`config.mk`:
```
export PLATFORM = sky130hd
export DESIGN_NAME = ordered_dither_pixel
export DESIGN_NICKNAME = d
export VERILOG_FILES = /design/src/rtl/odp_pkg.sv /design/src/rtl/odp_scale.sv /design/src/rtl/odp_pipe.sv /design/src/rtl/ordered_dither_pixel.sv
export SDC_FILE = /design/constraint.sdc
export NUM_CORES = 1
export LEC_CHECK = 0
export BUFFER_PORTS_ARGS = -buffer_cell sky130_fd_sc_hd__buf_2
export CORE_ASPECT_RATIO = 0.75
export CORE_UTILIZATION = 65
export CTS_CLUSTER_SIZE = 30
export DETAILED_ROUTE_END_ITERATION = 16
export HOLD_SLACK_MARGIN = 0.06
export PLACE_DENSITY = 0.84
export SYNTH_ARGS = -nofsm -noshare
export SYNTH_HDL_FRONTEND = slang
export SYNTH_SLANG_ARGS = --single-unit
```
`constraint.sdc`:
```
create_clock -name clk -period 12.14 [get_ports clk]
set_input_delay 1.821 -clock clk [delete_from_list [all_inputs] [get_ports clk]]
set_output_delay 1.821 -clock clk [all_outputs]
set_load 0.01 [all_outputs]
```
`src/rtl/odp_pkg.sv`:
```
`timescale 1ns / 1ps
// ----------------------------------------------------------------------------
// odp_pkg
// Shared widths, the threshold matrix and the scale bundle of the dither block.
// ----------------------------------------------------------------------------
package odp_pkg;

  localparam int PIX_W   = 8;   // pixel intensity
  localparam int COORD_W = 12;  // column and row
  localparam int LEVEL_W = 9;   // level count register
  localparam int STEP_W  = 8;   // quantizer step, 1..128
  localparam int ENT_W   = 4;   // matrix entry, 0..15
  localparam int SUM_W   = 9;   // pixel plus threshold, up to 375

  // Reciprocal of the step in fixed point with RECIP_SHIFT fraction bits
  localparam int RECIP_SHIFT = 16;
  localparam int RECIP_W     = RECIP_SHIFT + 1;

  // Word width of the shift-subtract divider that derives step and reciprocal
  localparam int DIV_W   = RECIP_W;
  localparam int DIV_CNT = $clog2(DIV_W);

  localparam logic [PIX_W-1:0] PIX_MAX = {PIX_W{1'b1}};

  // Quantizer scale, held steady except while a configuration write is being processed
  typedef struct packed {
    logic               busy;   // step and reciprocal are being recomputed
    logic [STEP_W-1:0]  step;
    logic [RECIP_W-1:0] recip;  // floor(2^RECIP_SHIFT / step)
  } scale_t;

  // 4x4 Bayer threshold matrix, indexed by the low bits of row and column
  function automatic logic [ENT_W-1:0] bayer_entry(input logic [1:0] row,
                                                   input logic [1:0] col);
    logic [ENT_W-1:0] ent;
    unique case ({row, col})
      4'h0: ent = 4'd0;
      4'h1: ent = 4'd8;
      4'h2: ent = 4'd2;
      4'h3: ent = 4'd10;
      4'h4: ent = 4'd12;
      4'h5: ent = 4'd4;
      4'h6: ent = 4'd14;
      4'h7: ent = 4'd6;
      4'h8: ent = 4'd3;
      4'h9: ent = 4'd11;
      4'hA: ent = 4'd1;
      4'hB: ent = 4'd9;
      4'hC: ent = 4'd15;
      4'hD: ent = 4'd7;
      4'hE: ent = 4'd13;
      default: ent = 4'd5;
    endcase
    return ent;
  endfunction

endpackage

```
`src/rtl/odp_scale.sv`:
```
`timescale 1ns / 1ps
// ----------------------------------------------------------------------------
// odp_scale
// Level count register; derives step = 256 / level and its reciprocal with a
// one-bit-per-cycle shift-subtract divider after each write.
// ----------------------------------------------------------------------------
module odp_scale (
  input  logic                          clk,
  input  logic                          rst,
  input  logic                          cfg_valid,
  output logic                          cfg_ready,
  input  logic [odp_pkg::LEVEL_W-1:0]   cfg_data,
  output odp_pkg::scale_t               scale
);

  typedef enum logic [2:0] {
    ST_IDLE  = 3'b001,
    ST_STEP  = 3'b010,
    ST_RECIP = 3'b100
  } div_state_t;

  localparam logic [odp_pkg::DIV_W-1:0]   DVD_STEP  = odp_pkg::DIV_W'(256);
  localparam logic [odp_pkg::DIV_W-1:0]   DVD_RECIP =
    odp_pkg::DIV_W'(1) << odp_pkg::RECIP_SHIFT;
  localparam logic [odp_pkg::LEVEL_W-1:0] LEVEL_MIN = odp_pkg::LEVEL_W'(2);
  localparam logic [odp_pkg::LEVEL_W-1:0] LEVEL_MAX = odp_pkg::LEVEL_W'(256);

  div_state_t                        state;
  logic [odp_pkg::DIV_W-1:0]         dvd;
  logic [odp_pkg::LEVEL_W-1:0]       dsr;
  logic [odp_pkg::LEVEL_W-1:0]       rem;
  logic [odp_pkg::DIV_CNT-1:0]       cnt;
  logic [odp_pkg::STEP_W-1:0]        step;
  logic [odp_pkg::RECIP_W-1:0]       recip;

  logic [odp_pkg::LEVEL_W-1:0]       level_clamped;
  logic [odp_pkg::LEVEL_W:0]         rem_shift;
  logic                              qbit;
  logic [odp_pkg::LEVEL_W-1:0]       rem_next;
  logic [odp_pkg::DIV_W-1:0]         quo_next;

  // Clamp the written level count into 2..256
  always_comb begin
    if (cfg_data < LEVEL_MIN) begin
      level_clamped = LEVEL_MIN;
    end else if (cfg_data > LEVEL_MAX) begin
      level_clamped = LEVEL_MAX;
    end else begin
      level_clamped = cfg_data;
    end
  end

  // One restoring divide step: bring in the next dividend bit, try subtract
  always_comb begin
    rem_shift = {rem, dvd[odp_pkg::DIV_W-1]};
    qbit      = (rem_shift >= {1'b0, dsr});
    rem_next  = qbit ? odp_pkg::LEVEL_W'(rem_shift - {1'b0, dsr})
                     : rem_shift[odp_pkg::LEVEL_W-1:0];
    quo_next  = {dvd[odp_pkg::DIV_W-2:0], qbit};
  end

  // Sequence the two divisions after a write
  always_ff @(posedge clk) begin
    if (rst) begin
      state <= ST_IDLE;
      step  <= odp_pkg::STEP_W'(1);
      recip <= DVD_RECIP;
      dvd   <= '0;
      dsr   <= LEVEL_MAX;
      rem   <= '0;
      cnt   <= '0;
    end else if (cfg_valid) begin
      state <= ST_STEP;
      dvd   <= DVD_STEP;
      dsr   <= level_clamped;
      rem   <= '0;
      cnt   <= '0;
    end else begin
      unique case (state)
        ST_IDLE: begin
          cnt <= '0;
        end
        ST_STEP: begin
          if (cnt == odp_pkg::DIV_CNT'(odp_pkg::DIV_W - 1)) begin
            step  <= quo_next[odp_pkg::STEP_W-1:0];
            dvd   <= DVD_RECIP;
            dsr   <= {1'b0, quo_next[odp_pkg::STEP_W-1:0]};
            rem   <= '0;
            cnt   <= '0;
            state <= ST_RECIP;
          end else begin
            dvd <= quo_next;
            rem <= rem_next;
            cnt <= cnt + 1'b1;
          end
        end
        ST_RECIP: begin
          if (cnt == odp_pkg::DIV_CNT'(odp_pkg::DIV_W - 1)) begin
            recip <= quo_next[odp_pkg::RECIP_W-1:0];
            cnt   <= '0;
            state <= ST_IDLE;
          end else begin
            dvd <= quo_next;
            rem <= rem_next;
            cnt <= cnt + 1'b1;
          end
        end
        default: begin
          state <= ST_IDLE;
        end
      endcase
    end
  end

  assign cfg_ready   = 1'b1;
  assign scale.busy  = (state != ST_IDLE);
  assign scale.step  = step;
  assign scale.recip = recip;

endmodule

```
`src/rtl/odp_pipe.sv`:
```
`timescale 1ns / 1ps
// ----------------------------------------------------------------------------
// odp_pipe
// Five-stage dither datapath: threshold lookup, scaled add, reciprocal
// quotient, remainder, correction and saturation.
// ----------------------------------------------------------------------------
module odp_pipe (
  input  logic                          clk,
  input  logic                          rst,
  input  odp_pkg::scale_t               scale,
  input  logic                          in_valid,
  output logic                          in_ready,
  input  logic [odp_pkg::PIX_W-1:0]     in_pixel,
  input  logic [1:0]                    in_col,
  input  logic [1:0]                    in_row,
  output logic                          out_valid,
  input  logic                          out_ready,
  output logic [odp_pkg::PIX_W-1:0]     out_pixel
);

  localparam int PROD_W = odp_pkg::SUM_W + odp_pkg::RECIP_W;

  // Stage valids and advance enables
  logic v1, v2, v3, v4, v5;
  logic adv1, adv2, adv3, adv4, adv5;

  // Stage payloads
  logic [odp_pkg::PIX_W-1:0]  s1_pix;
  logic [odp_pkg::ENT_W-1:0]  s1_ent;
  logic [odp_pkg::SUM_W-1:0]  s2_sum;
  logic [odp_pkg::SUM_W-1:0]  s3_sum;
  logic [odp_pkg::SUM_W-1:0]  s3_quo;
  logic [odp_pkg::SUM_W-1:0]  s4_base;
  logic [odp_pkg::SUM_W-1:0]  s4_rem;
  logic [odp_pkg::PIX_W-1:0]  s5_out;

  logic [odp_pkg::STEP_W+odp_pkg::ENT_W-1:0] thr_prod;
  logic [odp_pkg::SUM_W-1:0]                 sum_next;
  logic [PROD_W-1:0]                         quo_prod;
  logic [odp_pkg::SUM_W+odp_pkg::STEP_W-1:0] base_prod;
  logic [odp_pkg::SUM_W-1:0]                 base_next;
  logic [odp_pkg::SUM_W-1:0]                 q_fix;

  // A stage moves when it is empty or its successor moves
  assign adv5     = !v5 || out_ready;
  assign adv4     = !v4 || adv5;
  assign adv3     = !v3 || adv4;
  assign adv2     = !v2 || adv3;
  assign adv1     = !v1 || adv2;
  assign in_ready = adv1 && !scale.busy;

  always_ff @(posedge clk) begin
    if (rst) begin
      v1 <= 1'b0;
      v2 <= 1'b0;
      v3 <= 1'b0;
      v4 <= 1'b0;
      v5 <= 1'b0;
    end else begin
      if (adv1) v1 <= in_valid && !scale.busy;
      if (adv2) v2 <= v1;
      if (adv3) v3 <= v2;
      if (adv4) v4 <= v3;
      if (adv5) v5 <= v4;
    end
  end

  // Stage 2 logic: threshold = step * entry / 16, added to the pixel
  always_comb begin
    thr_prod = s1_ent * scale.step;
    sum_next = odp_pkg::SUM_W'(s1_pix) + odp_pkg::SUM_W'(thr_prod >> 4);
  end

  // Stage 3 logic: quotient estimate, equal to sum / step or one less
  assign quo_prod = s2_sum * scale.recip;

  // Stage 4 logic: the estimate times step and what is left of the sum
  always_comb begin
    base_prod = s3_quo * scale.step;
    base_next = base_prod[odp_pkg::SUM_W-1:0];
  end

  // Stage 5 logic: bump by one step when the estimate was low, then saturate
  assign q_fix = (s4_rem >= odp_pkg::SUM_W'(scale.step))
               ? s4_base + odp_pkg::SUM_W'(scale.step) : s4_base;

  // Hold payloads while stalled
  always_ff @(posedge clk) begin
    if (adv1) begin
      s1_pix <= in_pixel;
      s1_ent <= odp_pkg::bayer_entry(in_row, in_col);
    end
    if (adv2) begin
      s2_sum <= sum_next;
    end
    if (adv3) begin
      s3_sum <= s2_sum;
      s3_quo <= quo_prod[odp_pkg::RECIP_SHIFT +: odp_pkg::SUM_W];
    end
    if (adv4) begin
      s4_base <= base_next;
      s4_rem  <= s3_sum - base_next;
    end
    if (adv5) begin
      s5_out <= (q_fix > odp_pkg::SUM_W'(odp_pkg::PIX_MAX))
              ? odp_pkg::PIX_MAX : q_fix[odp_pkg::PIX_W-1:0];
    end
  end

  assign out_valid = v5;
  assign out_pixel = s5_out;

endmodule

```
`src/rtl/ordered_dither_pixel.sv`:
```
`timescale 1ns / 1ps
// Throughput: one word per cycle, set by the five-stage datapath, while the
// output is ready and no level count write is in progress. After a write the
// input stalls while the serial divider derives the step and its reciprocal.
// Reset (synchronous, active high) loads level count 256 with its step and
// reciprocal ready, so words are taken right away.
// ----------------------------------------------------------------------------
// ordered_dither_pixel
// Ordered dither of one pixel with a 4x4 Bayer matrix and a configured
// number of output levels.
// ----------------------------------------------------------------------------
module ordered_dither_pixel (
  input  logic        clk,
  input  logic        rst,
  // Configuration: level count
  input  logic        cfg_valid,
  output logic        cfg_ready,
  input  logic [8:0]  cfg_data,
  // Input stream
  input  logic        s_axis_tvalid,
  output logic        s_axis_tready,
  input  logic [31:0] s_axis_tdata,   // [7:0] pixel_value, [19:8] column, [31:20] row
  // Output stream
  output logic        m_axis_tvalid,
  input  logic        m_axis_tready,
  output logic [7:0]  m_axis_tdata    // [7:0] dithered_value
);

  odp_pkg::scale_t scale;

  // Step and reciprocal from the level count
  odp_scale u_scale (
    .clk       (clk),
    .rst       (rst),
    .cfg_valid (cfg_valid),
    .cfg_ready (cfg_ready),
    .cfg_data  (cfg_data),
    .scale     (scale)
  );

  // Dither datapath; only the low two bits of column and row matter
  odp_pipe u_pipe (
    .clk       (clk),
    .rst       (rst),
    .scale     (scale),
    .in_valid  (s_axis_tvalid),
    .in_ready  (s_axis_tready),
    .in_pixel  (s_axis_tdata[7:0]),
    .in_col    (s_axis_tdata[9:8]),
    .in_row    (s_axis_tdata[21:20]),
    .out_valid (m_axis_tvalid),
    .out_ready (m_axis_tready),
    .out_pixel (m_axis_tdata)
  );

endmodule
```
==> results of run 1 <==
[metal layers]
metal  part of all wire, %  track usage (%)  routed length, µm
met1                    42             40.7              11800
met2                    46             50.5              12900
met3                   9.0             6.50               2500
met4                   2.4             11.3                658
met5                     0                0                  0
[stage by stage]
stage | setup slack, ps | cell area (µm²) | instances
CTS | 6620 | 13300 | 1585
detailed placement | 6660 | 12700 | 1553
global route | 6280 | 13300 | 1585
floorplan | 7320 | 12500 | 1326
global placement | 6690 | 12700 | 1553
finish | 6590 | 13300 | 1585
[power breakdown]
group          internal (W)  switching [W]  leakage (nW)  total [W]
logic             0.0000489      0.0000644          4.80   0.000113
clock network      0.000269       0.000230         0.269   0.000499
registers          0.000511      0.0000225          1.29   0.000533
total              0.000829       0.000317          6.36    0.00115
[worst max-delay path: cells and delay by family (launching register included)]
family | cells | cell delay [ps]
flops | 1 | 940
xor+xnor | 1 | 150
simple gates | 2 | 270
fa+ha+maj | 5 | 2380
compound gates | 5 | 1350
buf+inv | 3 | 170
[cell usage after synthesis (2+ instances only)]
library cell	n
nor4_1	3
ha_1	114
xnor2_1	39
mux2i_1	10
clkbuf_1	42
nand2b_1	6
o31ai_1	3
a22oi_1	16
or2_2	4
o211ai_1	4
nor2b_1	10
a21oi_1	71
xor2_1	17
a21o_1	22
o22ai_1	5
nor2_1	64
buf_2	6
a31oi_1	2
and3_1	2
nand4_1	4
inv_1	191
a221oi_1	2
dfxtp_1	73
fa_1	137
edfxtp_1	65
o21ai_0	32
o21a_1	9
nand3b_1	2
or3_1	3
and2_1	126
a211oi_1	7
nand3_1	16
a211o_1	2
o21bai_1	13
nand2_1	162
a21oi_2	3
buf_1	6
o31a_1	3
nor3_1	9
[layout make-up]
| cell class | instances | area share, % |
|---|---|---|
| well taps | 247 | 2.32 |
| inverters | 191 | 5.39 |
| repair buffers | 36 | 1.37 |
| clock inverters | 14 | 0.978 |
| clock buffers | 18 | 3.22 |
| multi-input cells | 941 | 61.1 |
| flip-flops and latches | 138 | 25.6 |
[cell families (layout without fill, tap and decap cells)]
kind of cell / count (synthesis) / count (layout) / synth area share (%)
AND/OR/NAND/NOR: 418 / 418 / 16.3
adder cells (fa/ha/maj): 251 / 251 / 33.4
buffers and inverters: 247 / 259 / 7.53
AO/OA/AOI/OAI: 203 / 203 / 10.3
flip-flops: 138 / 138 / 27.4
XOR/XNOR: 58 / 58 / 4.24
multiplexers: 10 / 10 / 0.802
other: 1 / 1 / 0.0300
[worst max-delay path by stage]
stage / startpoint / to / slack, ps / cells past startpoint
finish: u_pipe.s2_sum[2] / u_pipe.s3_quo[8] / 6590 / 16
detailed placement: m_axis_tready / s_axis_tready / 6660 / 6
global placement: m_axis_tready / s_axis_tready / 6690 / 6
global route: u_pipe.s2_sum[2] / u_pipe.s3_quo[8] / 6280 / 16
floorplan: m_axis_tready / s_axis_tready / 7320 / 4
CTS: m_axis_tready / s_axis_tready / 6620 / 6
[flip-flops by register name, indices dropped and copies added, names as in the netlist, 3 cells and up]
| name | count |
|---|---|
| u_scale.dsr | 9 |
| u_scale.state | 3 |
| u_pipe.s3_sum | 9 |
| u_pipe.s2_sum | 9 |
| u_pipe.s4_base | 9 |
| u_scale.recip | 17 |
| u_scale.cnt | 5 |
| u_pipe.s3_quo | 9 |
| u_scale.rem | 9 |
| u_pipe.s4_rem | 9 |
| u_pipe.out_pixel | 8 |
| u_pipe.s1_pix | 8 |
| u_scale.step | 8 |
| u_scale.dvd | 17 |
| u_pipe.s1_ent | 4 |
==> results.json, run 1 <==
{
  "layout_commonest_cell": "inv_1",
  "holdPathStages": 2,
  "yosysTopAreaCellShare_pct": 22.0,
  "cts_tree": "built",
  "drt_iter0_drc": 721,
  "dp_hpwl_mm": 20.3,
  "holdPathEnd": "u_scale.recip[12]",
  "syn_area_um2": 12500,
  "final_cell_mix": "inv_1, nand2_1, fa_1",
  "reg2reg_depth": 16,
  "drt_first_pass_iters": 7,
  "p_leak_nw": 6.36,
  "r2r_end": "u_pipe.s3_quo[8]",
  "grt-ovfl-total": 0,
  "rsz0062_at_grt": "false",
  "yosys_warnings": 0,
  "crit_type": "register to register",
  "syn_area_per_cell_um2": 9.41,
  "async_flop_share_pct": 0,
  "cp.arrival_ps": 5710,
  "antenna_found_initial": 0,
  "end_kind": "register",
  "portBuffers": 35,
  "r2r_start": "u_pipe.s2_sum[2]",
  "n_antenna_cell": 0,
  "syn-num-nets": 1623,
  "status": "finished, final reports clean",
  "yosys.area.top_type": "fa_1",
  "clock_latency_ps": 440,
  "wl_per_cell_um": 17.6,
  "final_hold_viol_count": 0,
  "regArea_um2": 3410,
  "synthTopCellsByArea": "fa_1, edfxtp_1, dfxtp_1",
  "finalSetupViolCount": 0,
  "multi_input_area_um2": 8130,
  "worst-path-max-fanout": 18,
  "synthDistinctLibCells": 60,
  "coreArea_um2": 18600,
  "relSlewSlack_pct": 16.0,
  "holdCritPathClass": "register to register",
  "crit_top_cell": "fa_1",
  "worst_pin_slew_ps": 1250,
  "max_freq_mhz": 180,
  "whs_ps": 472,
  "ys_ff_latch": 138,
  "die_x_um": 162,
  "tns_ps": 0,
  "crit_required_ps": 12300,
  "area_delta_synth_final_pct": 6.64,
  "gr-usage-all-layers_pct": 30.9,
  "fin_util_pct": 71.5,
  "gp_congestion": 0.889,
  "min-delay-start": "u_scale.dvd[11]",
  "h-tree-depth": 4,
  "vias": 9226,
  "drive_gt1_share_pct": 5.90,
  "syn_inst": 1326,
  "cp_slowest_cell": "edfxtp_1",
  "powerDensity_nw_per_um2": 86.1,
  "max_stage_delay_ps": 940,
  "fp.dieH_um": 122,
  "cts_root_buf": "clkbuf_16",
  "final_net_count": 1622,
  "rows": 43,
  "routed_wl_mm": 27.9,
  "cts.clk_slew.worst_paths_ps": 70,
  "pin_count": 57,
  "crit_chain": "nand2_1 > fa_1 > inv_1 > fa_1 > fa_1 > inv_1 > fa_1 > inv_1 > ha_1 > nand3_1 > o211ai_1 > o2111ai_1 > o21ai_1 > a21oi_1 > o21ai_0 > xnor2_1",
  "drc": 0,
  "cp-start-kind": "register",
  "yosysSeqAreaShare_pct": 27.4,
  "total_power_w": 0.00115,
  "fin_crit_ps": 5550,
  "max_cap_violations": 0,
  "final-max-slew-violation-count": 0,
  "n_fill_cell": 1341,
  "ant_nets": 0,
  "synthFlopType": "dfxtp_1",
  "cts_sinks": 138,
  "viasPerCell": 5.82,
  "start_util_pct": 67.0,
  "min_period_over_period_pct": 45.7,
  "grt_pass1_vias": 9693,
  "cts_buffer_depth": 2,
  "finClkSkew_ps": 8.82,
  "cts_resized": 0,
  "grt_first_pass_wirelength_mm": 47.1,
  "holdBufCountCts": 0,
  "synth_edf_count": 65,
  "vdd_drop_max_mv": 0.0776,
  "cts_made_buffers": 17,
  "fp.dieArea_um2": 19800,
  "cts_setup_buffers": 0,
  "grt_start_max_net_pins": 40,
  "ff2ff_setup_slack_ps": 6590
}
No activity file was read; power rests on OpenSTA's default activity.
==> run 2: changes to the inputs <==
--- a/config.mk
+++ b/config.mk
@@ -5,13 +5,14 @@
 export SDC_FILE = /design/constraint.sdc
 export NUM_CORES = 1
 export LEC_CHECK = 0
+export ABC_AREA = 1
 export BUFFER_PORTS_ARGS = -buffer_cell sky130_fd_sc_hd__buf_2
 export CORE_ASPECT_RATIO = 0.75
-export CORE_UTILIZATION = 65
+export CORE_UTILIZATION = 58
 export CTS_CLUSTER_SIZE = 30
 export DETAILED_ROUTE_END_ITERATION = 16
 export HOLD_SLACK_MARGIN = 0.06
-export PLACE_DENSITY = 0.84
+export PLACE_DENSITY = 0.79
 export SYNTH_ARGS = -nofsm -noshare
 export SYNTH_HDL_FRONTEND = slang
 export SYNTH_SLANG_ARGS = --single-unit
==> constraint.sdc (replaced) <==
create_clock -name clk -period 4.6 [get_ports clk]
set_input_delay 0.69 -clock clk [delete_from_list [all_inputs] [get_ports clk]]
set_output_delay 0.69 -clock clk [all_outputs]
set_load 0.01 [all_outputs]
==> results.json, run 2 <==
{
  "status": "finished, final reports clean",
  "synthFlopType": "dfxtp_1",
  "viasPerCell": 5.29,
  "cp.arrival_ps": 4670,
  "tns_ps": 0,
  "async_flop_share_pct": 0,
  "yosysTopAreaCellShare_pct": 20.4,
  "grt_start_max_net_pins": 32,
  "yosysMostFrequentCell": "nand2_1",
  "fp.dieH_um": 134,
  "grt_first_pass_wirelength_mm": 53.0,
  "powerDensity_nw_per_um2": 209,
  "gp_congestion": 0.918,
  "max_cap_violations": 0,
  "coreArea_um2": 22400,
  "wl_per_cell_um": 15.1,
  "max_stage_delay_ps": 560,
  "end_kind": "register",
  "fin_util_pct": 68.6,
  "reg_top3": "u_scale.dvd x17, u_scale.recip x17",
  "ys_ff_latch": 138,
  "syn_area_um2": 13400,
  "grt-busiest-layer": "met2",
  "syn_inst": 1733,
  "finalSetupViolCount": 0,
  "cp_slowest_cell": "fa_1",
  "worst-path-max-fanout": 12,
  "final_hold_viol_count": 0,
  "yosys.area.top_type": "fa_1",
  "n_antenna_cell": 0,
  "synthDistinctLibCells": 46,
  "final_net_count": 2101,
  "crit_required_ps": 4770,
  "cp-start-kind": "register",
  "vdd_drop_max_mv": 0.251,
  "clkPwrFrac_pct": 44.4,
  "stdcell_area_um2": 15400,
  "yosys_warnings": 0,
  "synthTopCellsByArea": "fa_1, edfxtp_1, nand2_1",
  "dp_hpwl_mm": 24.4,
  "layout_commonest_cell": "nand2_1",
  "grt_use_met3_pct": 6.21,
  "cts.clk_slew.worst_paths_ps": 60,
  "fin_crit_ps": 4490,
  "p_int_w": 0.00236,
  "pin_count": 57,
  "grt-ovfl-total": 0,
  "min_period_over_period_pct": 97.6,
  "cts_sinks": 138,
  "ys_top_cells_by_count": "nand2_1, inv_1, fa_1",
  "drt_first_pass_iters": 5,
  "dpl.cell_count": 2064,
  "switching_power_w": 0.000860,
  "use_met1_pct": 39.1,
  "h-tree-depth": 4,
  "cts_made_buffers": 17,
  "area_delta_synth_final_pct": 14.4,
  "final_cell_mix": "nand2_1, inv_1, fa_1",
  "cts_root_buf": "clkbuf_16",
  "die_x_um": 178,
  "relSlewSlack_pct": 28.2,
  "drt_iter0_drc": 936,
  "worst_pin_slew_ps": 1080,
  "antenna_found_initial": 0,
  "rsz0062_at_grt": "true",
  "grt_use_met2_pct": 44.8,
  "p_leak_nw": 8.53,
  "vias": 11200,
  "dpl_cell_area_um2": 14300,
  "drive_gt1_share_pct": 12.4,
  "crit_type": "register to register",
  "grt_pass1_vias": 11100,
  "sw_frac_of_total_pct": 26.7,
  "syn-num-nets": 2030,
  "finClkSkew_ps": 11.7,
  "syn_area_per_cell_um2": 7.75,
  "final-max-slew-violation-count": 0,
  "ant_nets": 0,
  "synth_edf_count": 65,
  "rows": 47,
  "crit_chain": "buf_12 > buf_4 > nand2_1 > inv_1 > fa_1 > fa_2 > fa_1 > inv_1 > fa_1 > inv_1 > ha_1 > buf_4 > nand2_1 > nor2_1 > o21ai_0 > nand2_1 > nand2_1 > nand3_2 > xor2_2",
  "gr-usage-all-layers_pct": 28.5,
  "cts_tree": "built",
  "n_fill_cell": 1794,
  "clock_latency_ps": 440,
  "drc": 0,
  "routed_wl_mm": 31.8,
  "fp.dieArea_um2": 23800,
  "crit_top_cell": "nand2_1",
  "start_util_pct": 60.0,
  "combPwrFrac_pct": 12.6,
  "cts_buffer_depth": 2,
  "holdCritPathClass": "input pin to register",
  "max_freq_mhz": 223,
  "yosysSeqAreaShare_pct": 25.4,
  "seq_power_share_pct": 43.0,
  "instances_no_fill": 2111,
  "portBuffers": 35
}
==> run 2: kinds of logic (layout without fill, tap and decap cells) <==
logic type | Yosys count | after routing | share of synthesized area [%]
buf+inv | 465 | 549 | 13.2
other cells | 1 | 1 | 0.0279
simple gates | 635 | 635 | 19.1
xor+xnor | 47 | 47 | 3.12
compound gates | 196 | 196 | 8.12
fa+ha+maj | 251 | 251 | 31.0
flops | 138 | 138 | 25.4
==> run 2: final timing paths <==
check	startpoint	end	slack [ps]	cells past startpoint
setup reg to reg	u_pipe.s2_sum[3]	u_pipe.s3_quo[6]	110	19
setup / recovery	u_pipe.s2_sum[3]	u_pipe.s3_quo[6]	110	19
hold reg to reg	u_pipe.v3	u_pipe.v4	460	2
hold / removal	s_axis_tdata[5]	u_pipe.s1_pix[5]	430	1
==> run 2: routing by layer <==
metal	vias to the layer above	part of all wire (%)
li1	5434	-
met1	5255	44
met2	404	46
met3	82	7.9
met4	0	2.8
met5	-	0
==> run 2: cell type report <==
cell class / instances / area, µm² / share of cell area [%]
clock buffers: 19 / 454 / 2.95
well taps: 294 / 368 / 2.39
multi-input cells: 1130 / 8560 / 55.7
inverters: 400 / 1500 / 9.77
clock inverters: 13 / 155 / 1.01
flip-flops and latches: 138 / 3430 / 22.3
repair buffers: 117 / 911 / 5.92
==> run 2: worst max-delay path, delay by kind of cell, from the launching register on <==
kind            cells  cell delay, ps
compound gates      1             140
flops               1             410
xor+xnor            1             200
buf+inv             6             600
fa+ha+maj           5            2370
simple gates        6             510
==> run 2: power groups by stage <==
stage / logic (W) / clock network, W / registers, W
after CTS: 0.000378 / 0.00144 / 0.00139
after global placement: 0.000350 / 0 / 0.00141
after floorplan: 0.000245 / 0 / 0.00141
after detailed placement: 0.000365 / 0 / 0.00142
final: 0.000406 / 0.00143 / 0.00139
after global routing: 0.000457 / 0.00148 / 0.00139
==> run 2: stage by stage <==
stage	hold WS, ps	setup slack (ps)	total power, W
2_1_floorplan	424	32.9	0.00165
3_3_place_gp	446	10.2	0.00176
3_5_place_dp	447	-34.5	0.00178
4_1_cts	416	12.9	0.00320
5_1_grt	413	-152	0.00333
6_report	426	109	0.00322
==> run 2: timing repair <==
action / in CTS / in global routing
hold buffers: 0 / 0
endpoints found under the setup margin: 7 / 14
buffers inserted: 2 / 13
pin swaps: 0 / 35
gates resized for setup: 4 / 76
cloned: 0 / 0
